==> src/rtl/assert_macros.svh <==
// Assertion macros shared by the RTL files
`ifndef ASSERT_MACROS_SVH
`define ASSERT_MACROS_SVH

// Clocked assertion, held off while reset is asserted
`define PSEA_ASSERT(label, prop, msg) \
    label: assert property (@(posedge i_clk) disable iff (!i_rst_n) prop) \
        else $error(msg);

// Clocked assertion that also holds through reset
`define PSEA_ASSERT_ALWAYS(label, prop, msg) \
    label: assert property (@(posedge i_clk) prop) else $error(msg);

`endif

==> src/rtl/psea_pkg.sv <==
// Shared types and constants for the pad sampler
`timescale 1ns / 1ps

package psea_pkg;

    localparam int unsigned WORD_W   = 32;
    localparam int unsigned POS_W    = 16;
    localparam int unsigned BTN_W    = 28;
    localparam int unsigned BCNT_W   = 5;
    localparam int unsigned HOLD_W   = 17;
    localparam int unsigned PHASE_W  = 16;
    localparam int unsigned CFG_W    = 16;
    localparam int unsigned IDX_W    = 3;
    localparam int unsigned DIR_BITS = 4;

    localparam logic [BCNT_W-1:0] BTN_LIMIT = BCNT_W'(BTN_W);
    localparam logic [HOLD_W-1:0] HOLD_MAX  = {HOLD_W{1'b1}};

    typedef logic [WORD_W-1:0] t_word;

    typedef enum logic [IDX_W-1:0] {
        REG_X_LOW    = 3'd0,
        REG_X_HIGH   = 3'd1,
        REG_Y_LOW    = 3'd2,
        REG_Y_HIGH   = 3'd3,
        REG_DELAY    = 3'd4,
        REG_PERIOD   = 3'd5,
        REG_BTN_CNT  = 3'd6
    } t_reg_idx;

    typedef struct packed {
        logic [POS_W-1:0]   x_low;
        logic [POS_W-1:0]   x_high;
        logic [POS_W-1:0]   y_low;
        logic [POS_W-1:0]   y_high;
        logic [CFG_W-1:0]   delay;
        logic [CFG_W-1:0]   period;
        logic [BCNT_W-1:0]  btn_cnt;
    } t_cfg;

    typedef struct packed {
        logic [POS_W-1:0] stick_x;
        logic [POS_W-1:0] stick_y;
        logic [BTN_W-1:0] button_bits;
        logic             sample_ok;
    } t_sample;

    typedef struct packed {
        t_word repeat_word;
        t_word released_word;
        t_word pressed_word;
        t_word held_word;
    } t_result;

endpackage

==> src/rtl/psea_cfg_regs.sv <==
// Configuration register file for the pad sampler
`timescale 1ns / 1ps

module psea_cfg_regs (
    input  logic                            i_clk,
    input  logic                            i_rst_n,
    input  logic                            i_cfg_we,
    input  logic [psea_pkg::IDX_W-1:0]      i_cfg_addr,
    input  logic [psea_pkg::CFG_W-1:0]      i_cfg_wdata,
    output psea_pkg::t_cfg                  o_cfg
);

    psea_pkg::t_cfg r_cfg;
    psea_pkg::t_cfg n_cfg;

    always_comb begin
        n_cfg = r_cfg;
        if (i_cfg_we) begin
            unique case (psea_pkg::t_reg_idx'(i_cfg_addr))
                psea_pkg::REG_X_LOW:   n_cfg.x_low   = i_cfg_wdata;
                psea_pkg::REG_X_HIGH:  n_cfg.x_high  = i_cfg_wdata;
                psea_pkg::REG_Y_LOW:   n_cfg.y_low   = i_cfg_wdata;
                psea_pkg::REG_Y_HIGH:  n_cfg.y_high  = i_cfg_wdata;
                psea_pkg::REG_DELAY:   n_cfg.delay   = i_cfg_wdata;
                psea_pkg::REG_PERIOD:  n_cfg.period  = i_cfg_wdata;
                psea_pkg::REG_BTN_CNT: n_cfg.btn_cnt = i_cfg_wdata[psea_pkg::BCNT_W-1:0];
                default: ;  // drop writes to unknown indexes
            endcase
        end
    end

    always_ff @(posedge i_clk) begin
        if (!i_rst_n) begin
            r_cfg.x_low   <= 16'd21845;
            r_cfg.x_high  <= 16'd43690;
            r_cfg.y_low   <= 16'd21845;
            r_cfg.y_high  <= 16'd43690;
            r_cfg.delay   <= 16'd20;
            r_cfg.period  <= 16'd4;
            r_cfg.btn_cnt <= '0;
        end else begin
            r_cfg <= n_cfg;
        end
    end

    assign o_cfg = r_cfg;

endmodule

==> src/rtl/psea_quant.sv <==
// Stick quantiser and button mask: forms the pad word of one sample
`timescale 1ns / 1ps

module psea_quant (
    input  psea_pkg::t_cfg      i_cfg,
    input  psea_pkg::t_sample   i_sample,
    output psea_pkg::t_word     o_word
);

    logic [psea_pkg::BCNT_W-1:0]   btn_n;
    logic [psea_pkg::BTN_W-1:0]    btn_mask;
    logic [psea_pkg::DIR_BITS-1:0] dir;

    assign btn_n = (i_cfg.btn_cnt > psea_pkg::BTN_LIMIT) ? psea_pkg::BTN_LIMIT : i_cfg.btn_cnt;

    always_comb begin
        for (int i = 0; i < psea_pkg::BTN_W; i++) begin
            btn_mask[i] = (psea_pkg::BCNT_W'(i) < btn_n);
        end
    end

    // Low limit wins on each axis: up over down, left over right
    always_comb begin
        dir = '0;
        if (i_sample.stick_y <= i_cfg.y_low) begin
            dir[0] = 1'b1;
        end else if (i_sample.stick_y >= i_cfg.y_high) begin
            dir[1] = 1'b1;
        end
        if (i_sample.stick_x <= i_cfg.x_low) begin
            dir[2] = 1'b1;
        end else if (i_sample.stick_x >= i_cfg.x_high) begin
            dir[3] = 1'b1;
        end
    end

    assign o_word = i_sample.sample_ok ? {i_sample.button_bits & btn_mask, dir} : '0;

endmodule

==> src/rtl/psea_track.sv <==
// Edge detection and auto-repeat timing on the pad word
`timescale 1ns / 1ps

module psea_track (
    input  logic                i_clk,
    input  logic                i_rst_n,
    input  psea_pkg::t_cfg      i_cfg,
    input  logic                i_advance,
    input  psea_pkg::t_word     i_word,
    output psea_pkg::t_result   o_result
);

    psea_pkg::t_word                   r_last_word;
    logic [psea_pkg::HOLD_W-1:0]       r_hold_ticks;
    logic [psea_pkg::PHASE_W-1:0]      r_repeat_phase;

    psea_pkg::t_word                   n_last_word;
    logic [psea_pkg::HOLD_W-1:0]       n_hold_ticks;
    logic [psea_pkg::PHASE_W-1:0]      n_repeat_phase;

    psea_pkg::t_word                   diff;
    logic [psea_pkg::HOLD_W-1:0]       hold_inc;
    logic [psea_pkg::PHASE_W-1:0]      phase_inc;
    logic [psea_pkg::CFG_W-1:0]        period;
    logic                              pulse;

    assign diff      = i_word ^ r_last_word;
    assign period    = (i_cfg.period == '0) ? psea_pkg::CFG_W'(1) : i_cfg.period;
    assign hold_inc  = (r_hold_ticks == psea_pkg::HOLD_MAX) ? r_hold_ticks
                                                            : r_hold_ticks + 1'b1;
    assign phase_inc = r_repeat_phase + 1'b1;

    always_comb begin
        pulse          = 1'b0;
        n_hold_ticks   = hold_inc;
        n_repeat_phase = r_repeat_phase;
        if (diff != '0) begin
            pulse          = 1'b1;
            n_hold_ticks   = '0;
            n_repeat_phase = '0;
        end else if (hold_inc > {1'b0, i_cfg.delay}) begin
            // Past the delay: advance the phase and fire when it meets the period
            if (phase_inc >= period) begin
                pulse          = 1'b1;
                n_repeat_phase = '0;
            end else begin
                n_repeat_phase = phase_inc;
            end
        end
    end

    assign n_last_word = i_word;

    assign o_result.held_word     = i_word;
    assign o_result.pressed_word  = diff & i_word;
    assign o_result.released_word = diff & r_last_word;
    assign o_result.repeat_word   = pulse ? i_word : '0;

    always_ff @(posedge i_clk) begin
        if (!i_rst_n) begin
            r_last_word    <= '0;
            r_hold_ticks   <= '0;
            r_repeat_phase <= '0;
        end else if (i_advance) begin
            r_last_word    <= n_last_word;
            r_hold_ticks   <= n_hold_ticks;
            r_repeat_phase <= n_repeat_phase;
        end
    end

endmodule

==> src/rtl/pad_sampler_edge_autorepeat.sv <==
// Top level of the pad sampler: input register, word logic, result register
`timescale 1ns / 1ps
`include "assert_macros.svh"

// Pad sampler with edge detection and auto-repeat. Each input beat is one
// polling sample; it yields exactly one output beat with the held, pressed,
// released and repeat words. A beat passes the input register, then the
// result register; one sample can be taken every cycle while downstream
// takes beats: the quantiser compares and the hold/phase counters update in
// a single pass between the two registers. Configuration writes take effect
// on the next cycle and should be made only while no sample is in flight.

module pad_sampler_edge_autorepeat (
    input  logic                            i_clk,
    input  logic                            i_rst_n,
    input  logic                            i_cfg_we,
    input  logic [psea_pkg::IDX_W-1:0]      i_cfg_addr,
    input  logic [psea_pkg::CFG_W-1:0]      i_cfg_wdata,
    input  logic                            i_s_tvalid,
    output logic                            o_s_tready,
    // [15:0] stick_x, [31:16] stick_y, [59:32] button_bits, [63:60] zero
    input  logic [63:0]                     i_s_tdata,
    // [0] sample_ok
    input  logic                            i_s_tuser,
    output logic                            o_m_tvalid,
    input  logic                            i_m_tready,
    // [31:0] held_word, [63:32] pressed_word, [95:64] released_word,
    // [127:96] repeat_word
    output logic [127:0]                    o_m_tdata
);

    psea_pkg::t_cfg      cfg;
    psea_pkg::t_sample   r_sample;
    logic                r_in_valid;
    psea_pkg::t_result   r_out;
    logic                r_out_valid;

    psea_pkg::t_word     word;
    psea_pkg::t_result   result;
    logic                out_free;
    logic                advance;
    logic                s_fire;

    logic                out_overlap;
    logic                out_chg;
    logic                out_pulse;
    logic                rpt_held;
    logic                pipe_busy;

    assign out_free   = !r_out_valid || i_m_tready;
    assign advance    = r_in_valid && out_free;
    assign o_s_tready = !r_in_valid || out_free;
    assign s_fire     = i_s_tvalid && o_s_tready;

    psea_cfg_regs u_cfg (
        .i_clk       (i_clk),
        .i_rst_n     (i_rst_n),
        .i_cfg_we    (i_cfg_we),
        .i_cfg_addr  (i_cfg_addr),
        .i_cfg_wdata (i_cfg_wdata),
        .o_cfg       (cfg)
    );

    psea_quant u_quant (
        .i_cfg    (cfg),
        .i_sample (r_sample),
        .o_word   (word)
    );

    psea_track u_track (
        .i_clk     (i_clk),
        .i_rst_n   (i_rst_n),
        .i_cfg     (cfg),
        .i_advance (advance),
        .i_word    (word),
        .o_result  (result)
    );

    // Input register: take a beat whenever it is empty or the sample ahead moves on
    always_ff @(posedge i_clk) begin
        if (!i_rst_n) begin
            r_in_valid <= 1'b0;
        end else if (o_s_tready) begin
            r_in_valid <= i_s_tvalid;
        end
    end

    always_ff @(posedge i_clk) begin
        if (s_fire) begin
            r_sample.stick_x     <= i_s_tdata[15:0];
            r_sample.stick_y     <= i_s_tdata[31:16];
            r_sample.button_bits <= i_s_tdata[59:32];
            r_sample.sample_ok   <= i_s_tuser;
        end
    end

    // Result register: hold until the downstream side takes the beat
    always_ff @(posedge i_clk) begin
        if (!i_rst_n) begin
            r_out_valid <= 1'b0;
        end else if (out_free) begin
            r_out_valid <= r_in_valid;
        end
    end

    always_ff @(posedge i_clk) begin
        if (advance) begin
            r_out <= result;
        end
    end

    assign o_m_tvalid = r_out_valid;
    assign o_m_tdata  = {r_out.repeat_word, r_out.released_word,
                         r_out.pressed_word, r_out.held_word};

    assign out_overlap = (r_out.pressed_word & r_out.released_word) != '0;
    assign out_chg     = (r_out.pressed_word | r_out.released_word) != '0;
    assign out_pulse   = r_out.repeat_word != '0;
    assign rpt_held    = r_out.repeat_word == r_out.held_word;
    assign pipe_busy   = r_in_valid || r_out_valid;

    `PSEA_ASSERT(a_edges_disjoint, r_out_valid |-> !out_overlap, "pressed and released overlap")
    `PSEA_ASSERT(a_change_repeats, (r_out_valid && out_chg) |-> rpt_held, "change without repeat")
    `PSEA_ASSERT(a_repeat_is_held, (r_out_valid && out_pulse) |-> rpt_held, "repeat not held word")
    `PSEA_ASSERT_ALWAYS(a_reset_empty, !i_rst_n |=> !pipe_busy, "pipeline busy after reset")

endmodule
==> config.mk <==
export PLATFORM = sky130hd
export DESIGN_NAME = pad_sampler_edge_autorepeat
export DESIGN_NICKNAME = d
export VERILOG_FILES = /design/src/rtl/psea_pkg.sv /design/src/rtl/psea_cfg_regs.sv /design/src/rtl/psea_quant.sv /design/src/rtl/psea_track.sv /design/src/rtl/pad_sampler_edge_autorepeat.sv
export VERILOG_INCLUDE_DIRS = /design/src /design/src/rtl
export SDC_FILE = /design/constraint.sdc
export NUM_CORES = 1
export LEC_CHECK = 0
export BUFFER_PORTS_ARGS = -buffer_cell sky130_fd_sc_hd__buf_2
export CAP_MARGIN = 10
export CORE_MARGIN = 3
export CORE_UTILIZATION = 52
export CTS_CLUSTER_SIZE = 40
export DETAILED_ROUTE_END_ITERATION = 7
export MAX_ROUTING_LAYER = met4
export PLACE_DENSITY = 0.76
export SYNTH_ARGS = -nofsm -noshare
export SYNTH_HDL_FRONTEND = slang
export SYNTH_SLANG_ARGS = --single-unit
==> constraint.sdc <==
create_clock -name i_clk -period 5.6 [get_ports i_clk]
set_input_delay 0.28 -clock i_clk [delete_from_list [all_inputs] [get_ports i_clk]]
set_output_delay 0.28 -clock i_clk [all_outputs]
set_load 0.02 [all_outputs]
# Yosys cells after proc, flatten, opt, wreduce, memory -nomap -nowiden
# Index checks and enable logic that the tools add are counted.
# word_totals
input_bits	89
regBits	357
out_inout_bits	130
word_cells	103
# op_classes
mux	17
order_cmp	35
n_eq_ne	7
bitwise_logic	4
n_reduce_logical	18
add_sub_neg	2
# ops
cell	n
$and 32x32->32	2
$mux 16	4
$lt 5x5->1 const A	12
$ge 16x16->1	3
$lt 4x5->1 const A	8
$mux 17	2
$le 16x16->1	2
$mux 32	1
$reduce_bool 32->1	1
$xor 32x32->32	1
$and 28x28->28	1
$lt 3x5->1 const A	4
$add 17x1->17 const B	1
$eq 17x17->1 const B	1
$gt 17x16->1	1
$add 16x1->16 const B	1
$logic_not 16->1	1
$reduce_and 2->1	8
$lt 1x5->1 const A	2
$lt 2x5->1 const A	2
$eq 3x3->1 const B	3
$mux 1	9
$eq 3x2->1 const B	2
$gt 5x5->1 const B	1
other kinds (7)	10

# Longest topological paths before layout
# Gate-level depths: netlist of run 1.
# logic_depth
depth_word	9
ltp_mapped	18
mapped_depth_nobuf	16

# Cells and area by module
# Synthesis of run 1 repeated with hierarchy kept, for this count alone.
# unflattened
cells_unflattened	1553
hier_area_um2	17212.8
# modules_own_cells
mod	seq_area_each_um2	cells_each	area_per_inst_um2	n_inst
pad_sampler_edge_autorepeat	5715.5	198	5779.3	1
psea_track	1301.2	685	5566.6	1
psea_cfg_regs	2021.9	370	3871.2	1
psea_quant	0.0	300	1995.7	1

# Worst setup path before layout of run 1
# Ideal clock, no wire load.
# synth_timing
kind	register to register
start	register r_out_valid (netlist: o_m_tvalid)
end	register u_track.r_hold_ticks[5] (netlist bit)
required_ns	5.472
path_buffers	1
stages_incl_launch_ff	8
arrival_ns	5.171
slack_ns	0.302
period_less_slack_ns	5.298
setup_ns	0.128
cell_sequence	dfxtp_1 -> nor2b_1 -> nand2b_1 -> inv_1 -> clkbuf_1 -> o21ai_0 -> a21oi_1 -> nor2_1
# synth_between
elab_chain_cells	3
# synth_lines
element	line_no	text
from (decl)	pad_sampler_edge_autorepeat.sv:36	logic r_out_valid;
from (signal assigned)	pad_sampler_edge_autorepeat.sv:102	r_out_valid <= r_in_valid;
$logic_not 1->1	pad_sampler_edge_autorepeat.sv:50	assign out_free = !r_out_valid || i_m_tready;
$logic_or 1x1->1	pad_sampler_edge_autorepeat.sv:50	
$logic_and 1x1->1	pad_sampler_edge_autorepeat.sv:51	assign advance = r_in_valid && out_free;
net advance	pad_sampler_edge_autorepeat.sv:41	logic advance;
to (signal assigned)	psea_track.sv:66	r_hold_ticks <= n_hold_ticks;
to (decl)	psea_track.sv:14	logic [psea_pkg::HOLD_W-1:0] r_hold_ticks;
# The timed path passes the listed nets, and every way through them passes these cells.
# A chain may end at the register's enable or synchronous reset.

# Final worst setup path of run 1
# layout_timing
start	register r_sample[60] (netlist bit)
end	register r_out, in the netlist o_m_tdata[110] (data pin)
# layout_between
elab_chain_cells	7
word_cells_on_any_way	9
cone_classes	2 x order compare; 5 x mux; 1 x bitwise; 1 x reduce/logical
# layout_lines
element	line_no	text
from (decl)	pad_sampler_edge_autorepeat.sv:33	psea_pkg::t_sample r_sample;
$ge 16x16->1	psea_quant.sv:32	end else if (i_sample.stick_x >= i_cfg.x_high) begin
$mux 1	psea_quant.sv:32	
$mux 1	psea_quant.sv:30	if (i_sample.stick_x <= i_cfg.x_low) begin
$mux 32 (*)	psea_quant.sv:37	assign o_word = i_sample.sample_ok ? {i_sample.button_bits & btn_mask, dir} : '0;
$xor 32x32->32 (*)	psea_track.sv:27	assign diff = i_word ^ r_last_word;
$reduce_bool 32->1 (*)	psea_track.sv:37	if (diff != '0) begin
$mux 1 (*)	psea_track.sv:37	
to (signal assigned)	pad_sampler_edge_autorepeat.sv:108	r_out <= result;
to (decl)	pad_sampler_edge_autorepeat.sv:35	psea_pkg::t_result r_out;
# Mark *: on every way between the ends. The rest lies on a longest branch, timed or not.

==> impl_metrics.toml, run 1 <==
[status]
status = "complete, no violations"

[worst_setup_path]
crit_fanout = 32
cpLargestDelayFamily = "simple AND/OR/NAND/NOR gates"
rr_worst_depth = 17
slowest_stage = "a211o_1"
rr_endpoint = "o_m_tdata[110]$_SDFFCE_PN0P_"
cp.arrival_ps = 5100
max_stage_delay_ps = 510
path_buf_inv = 2
cp_cell_sequence = "ha_1, nand4_1, or2_2, a21oi_1, o21ai_0, a21oi_1, o311ai_0, buf_4, ha_1, nand4_1, nor4_1, nand2_1, a211o_1, nor2_8, a21o_2, buf_4, nor2_1"
r2r_start = "r_sample[60]$_DFFE_PP_"
critPathCaptureType = "flop"
crit_type = "reg -> reg"
crit_path_start_kind = "flop"
reg2reg_slack_ps = 760
crit_required_ps = 5860

[logic_synthesis]
ys.flop_type = "edfxtp_1"
seq_area_frac_synth = 0.5507
synth_area_sq_mm = 0.01641
synth_cell_types = 63
ys_warn_count = 0
synth_cells = 1579
syn_area_per_cell_sq_um = 10.39
synth_nets = 1830
synth_seq_cells = 357
synth-edff-count = 189
async_flop_share = 0

[floorplan]
dieArea_sq_mm = 0.03373
rows = 64
die_y_um = 183.7
chipWidth_um = 183.7
ioPinCount = 219
core_area_sq_mm = 0.03083
start_util = 0.5324

[detailed_routing]
drt_iter0_drc = 974
routed-via-count = 12554
vias_per_cell = 5.518
post-route-drc-count = 0
routedWlPerCell_um = 18.34
drt_wl_total_um = 41720
drt_pass1_iterations = 5
final_antenna_net_count = 0

[cts]
clock_sinks = 357
insertion_delay_ps = 540
post_cts_buffers = 0
post_cts_resized = 0
ctsHtreeMaxLevel = 2
cts_made_buffers = 37
clockRootBuffer = "clkbuf_16"
cts_hold_buffers = 61
path_clk_slew_ps = 60
cts_tree = "yes"
cts_max_path_buffers = 3

[sta]
whs_ps = 18.71
timing.fmax_mhz = 206.5
slew-limit-headroom = 0.2978
tns_ps = 0
skew_ps = 23.51
rsz0062_at_grt = "false"
fin_crit_sh = 0.8647
setup_violations = 0
hold_viol_final = 0
tightest_slew_ps = 1053
slew_violations = 0
period_minus_slack_ps = 4842

[global_route]
grt_pass1_wl_um = 65320
grt_overflow = 0
grt_use_total = 0.2519
grt_pass1_vias = 12373
antenna_found_initial = 3
grt_max_degree = 74

[power]
p_leak_nw = 8.259
p_per_area_mw_per_mm2 = 302.6
peakVddDrop_v = 0.0002128

[min_path]
min_from = "i_s_tvalid"
min_path_cells = 3
holdPathEnd = "r_in_valid$_SDFFE_PN0N_"
hold_class = "in -> reg"

[placed_design]
portBuffers = 214
gp_congestion = 0.8977
dpl.hpwl_um = 28070

[cells_and_area]
nets = 2097
final_common_cell = "buf_2"
num-fill-cells = 2356
drive_above_1_share = 0.1649
area_delta_synth_final_pct = 20.22
mostFrequentLayoutCells = "buf_2 (214), nand2_1 (199), edfxtp_1 (189), dfxtp_1 (168), ha_1 (162)"

[run]
maxCapViolCount = 0
[synthesized netlist by cell type (19+ instances only)]
library cell / instances / area share
nand2_1: 199 / 0.046
edfxtp_1: 189 / 0.35
dfxtp_1: 168 / 0.20
inv_1: 163 / 0.037
ha_1: 162 / 0.12
a21oi_1: 143 / 0.044
nor2_1: 127 / 0.029
nand3_1: 57 / 0.017
clkbuf_1: 53 / 0.012
o211ai_1: 52 / 0.024
o21ai_0: 39 / 0.012
nand4_1: 27 / 0.010
a21o_1: 20 / 0.0091
xnor2_1: 19 / 0.010
[cell type report]
type	count	area, sq um	share of cell area
flip-flops and latches	357	9039	0.4581
multi-input cells	996	6500	0.3294
repair buffers	291	1802	0.09131
clock buffers	48	1040	0.05269
inverters	163	615.6	0.03120
well taps	396	495.5	0.02511
clock inverters	19	229.0	0.01160
diodes	5	12.51	0.0006341
[layer usage]
metal	up-vias	GRT usage	routed length, um
li1	6045	-	-
met1	5877	0.3003	16510
met5	-	-	0
met4	0	0.09445	1483
met3	96	0.04531	3320
met2	536	0.4283	20410
[worst register-to-register path: cells and delay by family, from the launching register on]
family	cells	cell delay, ps
AND/OR/NAND/NOR	7	1630
buffers and inverters	2	610
AO/OA/AOI/OAI	6	1280
adder cells (fa/ha/maj)	2	640
flip-flops	1	410
[cell families after synthesis]
group / count (synthesis) / share of synthesized area
AND/OR/NAND/NOR: 503 / 0.1425
adder cells (fa/ha/maj): 162 / 0.1235
flip-flops: 357 / 0.5507
buffers and inverters: 226 / 0.05412
AO/OA/AOI/OAI: 297 / 0.1105
XOR/XNOR: 28 / 0.01494
multiplexers: 6 / 0.003735
[flip-flops by register name, summed over array words and instances, names as in the netlist]
signal                  flops
o_m_tdata                 128
o_m_tvalid                  1
r_in_valid                  1
r_sample                   61
u_cfg.o_cfg               101
u_track.r_hold_ticks       17
u_track.r_last_word        32
u_track.r_repeat_phase     16
[power breakdown]
group | leakage [nW] | switching (mW) | total, mW | internal (mW)
combinational | 4.48 | 0.356 | 0.535 | 0.179
sequential | 3.16 | 0.0401 | 2.89 | 2.85
clock | 0.620 | 1.04 | 2.55 | 1.51
total | 8.26 | 1.44 | 5.97 | 4.53
[worst max path at each step]
stage,from,end,slack (ps),cells after the start
2_1_floorplan,o_m_tvalid$_SDFFE_PN0P_,u_track.r_hold_ticks[5]$_SDFFE_PN0P_,300,7
4_1_cts,r_sample[58]$_DFFE_PP_,o_m_tdata[100]$_SDFFCE_PN0P_,850,17
3_5_place_dp,r_sample[34]$_DFFE_PP_,o_m_tdata[117]$_SDFFCE_PN0P_,920,15
3_3_place_gp,r_sample[60]$_DFFE_PP_,o_m_tdata[114]$_SDFFCE_PN0P_,1040,17
6_report,r_sample[60]$_DFFE_PP_,o_m_tdata[110]$_SDFFCE_PN0P_,760,17
5_1_grt,r_sample[60]$_DFFE_PP_,o_m_tdata[100]$_SDFFCE_PN0P_,440,17
[metrics by stage]
step	power (mW)	setup WS [ps]	util	cells	cell area, sq um
2_1_floorplan	3.255	301.6	-	1579	16410
3_3_place_gp	3.417	1038	0.5787	2142	17840
3_5_place_dp	3.436	923.6	0.5787	2142	17840
4_1_cts	5.990	851.9	0.6397	2270	19720
5_1_grt	6.169	436.3	0.6399	2273	19730
6_report	5.970	757.7	0.6401	2275	19730
Power figures use the tool's default switching activity.
==> run 2, diff against run 1 <==
- ABC_AREA: not set -> 1
==> impl_metrics.toml, run 2 <==
[worst_setup_path]
reg2reg_slack_ps = 1320
rr_endpoint = "o_m_tdata[121]$_SDFFCE_PN0P_"
crit_required_ps = 5880
r2r_start = "r_sample[59]$_DFFE_PP_"
crit_type = "reg -> reg"
crit_path_start_kind = "flop"
worstSetupStartpoint = "r_sample[59]$_DFFE_PP_"
rr_worst_depth = 17
cp.arrival_ps = 4560
critPathCaptureType = "flop"
crit_fanout = 17
setup.worst_path.end = "o_m_tdata[121]$_SDFFCE_PN0P_"

[floorplan]
die_y_um = 183.8
core_area_sq_mm = 0.03091
start_util = 0.5319
rows = 64
chipWidth_um = 183.8
dieArea_sq_mm = 0.03379
ioPinCount = 219

[sta]
setup_slack_ps = 1321
skew_ps = 25.45
rsz0062_at_grt = "false"
fin_crit_sh = 0.7641
tns_ps = 0
timing.fmax_mhz = 233.7
setup_violations = 0
tightest_slew_ps = 878.0
slew-limit-headroom = 0.4146
hold_viol_final = 0
period_minus_slack_ps = 4279
slew_violations = 0

[cells_and_area]
final_common_cell = "nand2_1"
area_delta_synth_final_pct = 20.31
nets = 2237
utilization = 0.6400
largest_register_ffs = 128
antenna_cells = 0
ff_latch_area_sq_mm = 0.009039
drive_above_1_share = 0.1519
num-fill-cells = 2454
multi_input_area_sq_mm = 0.006216
mostFrequentLayoutCells = "nand2_1 (253), inv_1 (250), buf_2 (213), edfxtp_1 (189), nor2_1 (169)"

[cts]
ctsHtreeMaxLevel = 2
cts_made_buffers = 39
clockRootBuffer = "clkbuf_16"
insertion_delay_ps = 540
cts_hold_buffers = 61
clock_sinks = 357
path_clk_slew_ps = 60
cts_max_path_buffers = 3
post_cts_buffers = 0
post_cts_resized = 0
cts_tree = "yes"

[logic_synthesis]
synth_xor_area_frac = 0.01278
yosys.area_share.adder = 0.1233
yosys.area.top_type = "edfxtp_1"
muxShareOfSynthArea = 0
syn_area_per_cell_sq_um = 9.621
synthSimpleGateAreaFrac = 0.1393
synth_cell_types = 36
synth_area_sq_mm = 0.01644
synth_nets = 1960
ys_warn_count = 0
ys_top_cells_by_area = "edfxtp_1 (35%), dfxtp_1 (20%), ha_1 (12%), nand2_1 (5.8%), inv_1 (5.7%)"
synth_compound_area_frac = 0.1027
seq_area_frac_synth = 0.5497
ys.flop_type = "edfxtp_1"
synth_top_family_by_area = "simple AND/OR/NAND/NOR gates"
synth_cells = 1709
synth_seq_cells = 357
synth-edff-count = 189
yosysMostFrequentCell = "nand2_1"
async_flop_share = 0
yosys-top-cells-count = "nand2_1 (253), inv_1 (251), edfxtp_1 (189)"
synth_top_area_share = 0.3452

[detailed_routing]
drt_wl_total_um = 41320
vias_per_cell = 5.360
post-route-drc-count = 0
routed-via-count = 12924
drt_pass1_iterations = 6
drt_iter0_drc = 1082
routedWlPerCell_um = 17.14
final_antenna_net_count = 0

[min_path]
hold_class = "in -> reg"

[global_route]
grt_pass1_wl_um = 64920
grt_max_degree = 82
grt_pass1_vias = 12768
global_route.usage.met2 = 0.4247
grt_overflow = 0
grtUsageMet3 = 0.03839
globalRoute.busiestLayer = "met2"
antenna_found_initial = 0
grtUsageMet1 = 0.3022
grt_use_total = 0.2471

[power]
p_per_area_mw_per_mm2 = 309.1
power_mw = 6.114
p_leak_nw = 8.823
peakVddDrop_v = 0.0002509

[placed_design]
place_worst_setup_slack_ps = 1467
dpl.hpwl_um = 28250
portBuffers = 214
gp_congestion = 0.8848

[status]
status = "complete, no violations"

[run]
maxCapViolCount = 0
## run 2: worst min-delay path by stage
stage	depth (start not counted)	from	slack, ps	to
4_1_cts	4	i_m_tready	30	o_m_tvalid$_SDFFE_PN0P_
3_5_place_dp	2	u_cfg.o_cfg[58]$_SDFFE_PN0P_	450	u_cfg.o_cfg[58]$_SDFFE_PN0P_
6_report	4	i_m_tready	50	o_m_tvalid$_SDFFE_PN0P_
5_1_grt	3	i_s_tvalid	80	r_in_valid$_SDFFE_PN0N_
3_3_place_gp	2	u_cfg.o_cfg[85]$_SDFFE_PN1P_	440	u_cfg.o_cfg[85]$_SDFFE_PN1P_
2_1_floorplan	0	i_s_tuser	380	r_sample[0]$_DFFE_PP_
## run 2: logic make-up after synthesis
family | Yosys count
AND/OR/NAND/NOR | 544
flip-flops | 357
AO/OA/AOI/OAI | 316
buffers and inverters | 306
adder cells (fa/ha/maj) | 162
XOR/XNOR | 24
## run 2: layer usage
layer,wire (um),share of wire,vias to the layer above
met2,20220,0.49,508
met3,2875,0.070,87
met4,1090,0.026,0
met5,0,0,-
met1,17140,0.41,6057
li1,-,-,6272
## run 2: power breakdown
group	total, mW	switching [mW]	internal [mW]	leakage, nW
Combinational	0.611	0.398	0.213	5.01
Clock	2.56	1.06	1.50	0.619
Sequential	2.94	0.0563	2.88	3.20
Total	6.11	1.51	4.60	8.82
## run 2: layout make-up
cell class	count	share of cell area
multi-input combinational	1046	0.3142
clock buffer	51	0.05414
clock inverter	19	0.01132
timing repair buffer	287	0.08969
inverter	255	0.04864
tap	396	0.02505
sequential	357	0.4569
## run 2: per-stage QoR
step | cell area (sq um) | hold WS (ps) | cells
6_report | 19780 | 50.26 | 2411
5_1_grt | 19780 | 80.06 | 2411
2_1_floorplan | 16440 | 378.9 | 1709
3_5_place_dp | 17880 | 453.8 | 2280
3_3_place_gp | 17880 | 444.0 | 2280
4_1_cts | 19780 | 34.12 | 2411
## run 2: worst max-delay path, cell delays in order (launching register included)
cell and delay (ps):
edfxtp_1 430, ha_1 310, nand2_1 50, inv_1 70, nand3_1 120, nor2_1 200, nand2_1 80, nand2_1 90
nand3_1 80, nor2_1 440, inv_1 130, ha_1 330, nand4_1 90, nor4_1 430, nand3_1 130, inv_1 570
buf_4 390, nor2_1 100
